[src/ttsat_pkg.sv]
package ttsat_pkg;

    localparam int MAX_ENTRIES = 256;
    localparam int IDX_W       = $clog2(MAX_ENTRIES);
    localparam int CNT_W       = IDX_W + 1;
    localparam int VPN_W       = 20;
    localparam int TEN_W       = 4;
    localparam int PPN_W       = 32;
    localparam int AGE_W       = 64;
    localparam int HASH_W      = 32;
    localparam int LFSR_W      = 16;
    localparam int CFG_IDX_W   = 2;
    localparam int CFG_DATA_W  = 9;

    localparam logic [HASH_W-1:0] HASH_MULT = 32'd2654435761;
    localparam logic [LFSR_W-1:0] LFSR_SEED = 16'hACE1;

    localparam logic [CFG_IDX_W-1:0] CFG_ENTRIES = 2'd0;
    localparam logic [CFG_IDX_W-1:0] CFG_WAYS    = 2'd1;
    localparam logic [CFG_IDX_W-1:0] CFG_LRU     = 2'd2;

    localparam logic FUNC_LOOKUP = 1'b0;
    localparam logic FUNC_FILL   = 1'b1;

    typedef enum logic [3:0] {
        ST_IDLE,
        ST_HASH,
        ST_DSETS_GO,
        ST_DSETS_WAIT,
        ST_DSET_GO,
        ST_DSET_WAIT,
        ST_BASE,
        ST_READ,
        ST_CMP,
        ST_DECIDE,
        ST_DVIC_GO,
        ST_DVIC_WAIT,
        ST_WRITE,
        ST_DONE
    } state_t;

    typedef enum logic [1:0] {
        DIV_SETS,
        DIV_SET,
        DIV_VIC
    } div_op_t;

    typedef struct packed {
        logic    load_in;
        logic    calc_hash;
        logic    div_start;
        div_op_t div_op;
        logic    take_sets;
        logic    take_set;
        logic    take_vic;
        logic    calc_base;
        logic    rd_way;
        logic    scan_way;
        logic    step_lfsr;
        logic    wr_entry;
        logic    load_out;
    } cmd_t;

    typedef struct packed {
        logic is_fill;
        logic div_done;
        logic scan_hit;
        logic scan_last;
        logic victim_found;
        logic lru;
        logic out_free;
    } sts_t;

    typedef struct packed {
        logic [VPN_W-1:0] vpn;
        logic [TEN_W-1:0] ten;
        logic [PPN_W-1:0] ppn;
    } tag_t;

    // Fibonacci LFSR, taps 16,14,13,11, shifting right
    function automatic logic [LFSR_W-1:0] lfsr_next(input logic [LFSR_W-1:0] v);
        logic fb;
        fb = v[0] ^ v[2] ^ v[3] ^ v[5];
        return {fb, v[LFSR_W-1:1]};
    endfunction

endpackage

[src/ttsat_ctrl.sv]
module ttsat_ctrl
    import ttsat_pkg::*;
(
    input  logic clk,
    input  logic rst_n,
    input  logic in_valid,
    output logic in_stall,
    input  sts_t sts,
    output cmd_t cmd
);

    state_t state_reg, state_next;

    // next state
    always_comb
    begin
        state_next = state_reg;
        unique case (state_reg)
            ST_IDLE:       if (in_valid) state_next = ST_HASH;
            ST_HASH:       state_next = ST_DSETS_GO;
            ST_DSETS_GO:   state_next = ST_DSETS_WAIT;
            ST_DSETS_WAIT: if (sts.div_done) state_next = ST_DSET_GO;
            ST_DSET_GO:    state_next = ST_DSET_WAIT;
            ST_DSET_WAIT:  if (sts.div_done) state_next = ST_BASE;
            ST_BASE:       state_next = ST_READ;
            ST_READ:       state_next = ST_CMP;
            ST_CMP:
            begin
                priority if (sts.scan_hit)  state_next = ST_DONE;
                else if (sts.scan_last)     state_next = sts.is_fill ? ST_DECIDE : ST_DONE;
                else                        state_next = ST_READ;
            end
            ST_DECIDE:
                state_next = (sts.victim_found || sts.lru) ? ST_WRITE : ST_DVIC_GO;
            ST_DVIC_GO:    state_next = ST_DVIC_WAIT;
            ST_DVIC_WAIT:  if (sts.div_done) state_next = ST_WRITE;
            ST_WRITE:      state_next = ST_DONE;
            ST_DONE:       if (sts.out_free) state_next = ST_IDLE;
            default:       state_next = ST_IDLE;
        endcase
    end

    // outputs
    always_comb
    begin
        cmd      = '0;
        cmd.div_op = DIV_SETS;
        in_stall = 1'b1;
        unique case (state_reg)
            ST_IDLE:
            begin
                in_stall    = 1'b0;
                cmd.load_in = in_valid;
            end
            ST_HASH:       cmd.calc_hash = 1'b1;
            ST_DSETS_GO:
            begin
                cmd.div_start = 1'b1;
                cmd.div_op    = DIV_SETS;
            end
            ST_DSETS_WAIT: cmd.take_sets = sts.div_done;
            ST_DSET_GO:
            begin
                cmd.div_start = 1'b1;
                cmd.div_op    = DIV_SET;
            end
            ST_DSET_WAIT:  cmd.take_set = sts.div_done;
            ST_BASE:       cmd.calc_base = 1'b1;
            ST_READ:       cmd.rd_way = 1'b1;
            ST_CMP:        cmd.scan_way = 1'b1;
            ST_DECIDE:     cmd.step_lfsr = !(sts.victim_found || sts.lru);
            ST_DVIC_GO:
            begin
                cmd.div_start = 1'b1;
                cmd.div_op    = DIV_VIC;
            end
            ST_DVIC_WAIT:  cmd.take_vic = sts.div_done;
            ST_WRITE:      cmd.wr_entry = 1'b1;
            ST_DONE:       cmd.load_out = sts.out_free;
            default:       cmd = '0;
        endcase
    end

    always_ff @(posedge clk or negedge rst_n)
    begin
        if (!rst_n)
            state_reg <= ST_IDLE;
        else
            state_reg <= state_next;
    end

endmodule

[config.mk]
export PLATFORM = sky130hd
export DESIGN_NAME = ttsat_ctrl
export DESIGN_NICKNAME = d
export VERILOG_FILES = /design/src/ttsat_pkg.sv /design/src/ttsat_ctrl.sv
export SDC_FILE = /design/constraint.sdc
export NUM_CORES = 1
export LEC_CHECK = 0
export BUFFER_PORTS_ARGS = -buffer_cell sky130_fd_sc_hd__buf_4
export CAP_MARGIN = 20
export CORE_AREA = 2 2 39 41
export DETAILED_ROUTE_END_ITERATION = 6
export DIE_AREA = 0 0 41 43
export PLACE_DENSITY = 0.68
export SETUP_SLACK_MARGIN = 0.05
export SLEW_MARGIN = 10
export SYNTH_ARGS = -nofsm -noshare
export SYNTH_HDL_FRONTEND = slang
export SYNTH_SLANG_ARGS = --single-unit
[constraint.sdc]
create_clock -name clk -period 4.6 [get_ports clk]
set_clock_uncertainty 0.2 [all_clocks]
set_input_delay 0.23 -clock clk [delete_from_list [all_inputs] [get_ports clk]]
set_output_delay 0.23 -clock clk [all_outputs]
set_load 0.03 [all_outputs]
==> impl_metrics.ini <==
[run_status]
outcome = finished, final reports clean

[critical_path]
cp_max_fo = 19
arrival_ns = 1.62
worstSetupPathType = reg2out
cp-endpoint = cmd[2]
crit_chain = nand2b_1, nor3_1, buf_4
r2r_start = state_reg[2]
start_kind = register
max_stage_delay_ns = 0.69
worstReg2RegEnd = state_reg[3]
cp_slowest_cell = dfrtp_1
rrSetupSlack_ns = 2.79
r2r_cells = 4
cp-end-kind = primary output
required_ns = 4.17
crit_start = state_reg[3]

[synth]
synth_area_leader_cell = dfrtp_1
synth_flop_cell = dfrtp_1
synth_top_area_share_pct = 19.7
netlist_instances = 75
synth.cell_area_sq_um = 509
synthArstFlopShare_pct = 100
ys_seq_area_share_pct = 19.7
yosysMostFrequentCell = nor2_1
ys_ff_latch = 4
synth_area_leaders = dfrtp_1 20%, nor2_1 11%, nand2b_1 7.4%
synth_edf_count = 0
synth_warnings = 0
synth_common_cells = 15 x nor2_1, 6 x nand2b_1, 5 x a21oi_1, 5 x nand2_1
syn_nets = 85
ys_types = 33
syn-mean-instance-area_sq_um = 6.79

[placed_design]
portBuffers = 24
routabilityCongestion = 0.819
dp_hpwl_microns = 981

[floorplan]
core_area_sq_um = 1380
die_w_microns = 41
start_util_pct = 36.8
fp.dieH_microns = 43
std_cell_rows = 14
pin_count = 25
dieArea_sq_um = 1760

[cts]
htreeDepth = 1
clkLatencyLatePin_ns = 0.24
cts_tree = yes
cts-root-buf = clkbuf_4
clockBufferDepth = 2
clock_sinks = 4
cts_made_buffers = 3
path_clk_slew_ns = 0.04
cts.repair.resized = 0

[global_route]
grt_pass1_vias = 526
grt_start_max_net_pins = 20
antenna_found_initial = 0
grt_pass1_wl_microns = 2130
track_usage_pct = 17.1
grt_overflow = 0

[drt]
drt_iter0_markers = 28
first_pass_iters = 4
vias = 642
finalWirelength_microns = 1360
drcViolationCount = 0
ant_nets = 0
routed_via_density = 5.73
wl_per_cell_microns = 12.2

[sta]
timing.fmax_ghz = 0.487
slew_viol_final = 0
final.min_clock_period_ns = 2.05
setup_viol = 0
rsz0062_at_grt = false
worstMarginPinSlew_ns = 0.561
slew_headroom_pct = 62.6
period_share_pct = 44.6
hold_viol_final = 0
tns_ns = 0

[final_layout]
layout.nets = 108
drive_gt1_share_pct = 30.2
diodes = 0
utilization_pct = 50.5
multi_input_area_sq_um = 362
sequential_cell_area_sq_um = 100
syn_to_final_growth_pct = 37.1
largest_reg_flops = 4
nFillCells = 152

[power_and_ir_drop]
vdd_drop_max_uv = 330
comb_power_share_pct = 64.9
p_per_area_nw_per_um2 = 701
seq_power_share_pct = 26.0
p_sw_uw = 265
power.share.clock_pct = 9.1
power_leakage_uw = 0.000309
switching_share_pct = 54.2
p_int_uw = 224

[hold_path]
worst_hold_path_type = in2reg

[flow_run]
drv_cap = 0
cell usage in the layout (no fill, tap or decap):
master | netlist | final
nor2b_1 | 3 | 3
o22ai_2 | 1 | 1
dlygate4sd3_1 | 0 | 1
dfrtp_1 | 4 | 4
inv_1 | 1 | 1
nand3_1 | 2 | 2
nand2_1 | 5 | 5
nand4_1 | 1 | 1
nand3b_1 | 1 | 1
clkbuf_4 | 0 | 3
nand2b_1 | 6 | 6
mux2i_1 | 1 | 1
o21a_1 | 1 | 1
o32ai_1 | 1 | 1
a31oi_1 | 1 | 1
and3_1 | 1 | 1
a2bb2oi_1 | 1 | 1
or2_1 | 1 | 1
o32a_1 | 2 | 2
o21ai_0 | 3 | 3
o22ai_1 | 1 | 1
a21oi_1 | 5 | 5
xnor2_1 | 1 | 1
a211oi_1 | 1 | 1
buf_4 | 0 | 24
and2_1 | 1 | 1
a221oi_1 | 1 | 1
o41ai_1 | 1 | 1
or2_2 | 1 | 1
a22oi_1 | 1 | 1
nor3_1 | 4 | 4
nor2_1 | 15 | 15
routing by layer:
layer / global-route usage [%] / routed length, microns
met1: 22.4 / 550
met2: 26.9 / 719
met3: 1.57 / 89
met4: 8.00 / 5
met5: 0 / 0
power groups by stage:
stage | clock network (uW) | registers (uW) | logic [uW]
2_1_floorplan | 0 | 65.7 | 312
3_3_place_gp | 0 | 125 | 316
3_5_place_dp | 0 | 127 | 314
4_1_cts | 45.7 | 126 | 316
5_1_grt | 49.1 | 136 | 345
6_report | 44.3 | 127 | 318
layout make-up:
cell class                 instances  share of cell area (%)
tap                               16                    2.87
sequential                         4                    14.3
clock buffer                       3                    3.23
multi-input combinational         63                    51.8
timing repair buffer              25                    27.2
inverter                           1                   0.538
worst min path at each step:
stage                  start           end  slack (ns)  cells after the start
floorplan              rst_n  state_reg[0]       -0.27                      0
global placement       rst_n  state_reg[2]       -0.17                      1
detailed placement     rst_n  state_reg[2]       -0.17                      1
CTS                 in_valid  state_reg[0]        0.05                      3
global route        in_valid  state_reg[0]        0.06                      3
finish              in_valid  state_reg[0]        0.05                      3
cell families after synthesis:
| logic type | Yosys count | synth area share, % |
|---|---|---|
| compound gates | 20 | 28.0 |
| xor+xnor | 1 | 1.72 |
| buf+inv | 8 | 9.34 |
| flops | 4 | 19.7 |
| mux | 1 | 1.97 |
| simple gates | 41 | 39.3 |
timing repair:
item,CTS,global route
hold buffers,1,0
buffers inserted,0,0
setup endpoints to repair,0,0
endpoints found under the hold margin,4,0
worst max-delay path, delay by kind of cell (launching register included):
kind	cells	cell delay [ns]
flip-flops	1	0.69
AND/OR/NAND/NOR	2	0.50
buffers and inverters	1	0.19
metrics by stage:
| step | hold slack [ns] | cell area (sq um) | cells | total power, uW | setup slack (ns) |
|---|---|---|---|---|---|
| after floorplan | -0.266 | 509 | 75 | 378 | 2.70 |
| after global placement | -0.173 | 666 | 108 | 441 | 2.80 |
| after detailed placement | -0.171 | 666 | 108 | 441 | 2.82 |
| after CTS | 0.0466 | 698 | 112 | 488 | 2.55 |
| after global routing | 0.0571 | 698 | 112 | 530 | 2.47 |
| final | 0.0540 | 698 | 112 | 489 | 2.55 |
(Power assumes the default switching activity.)
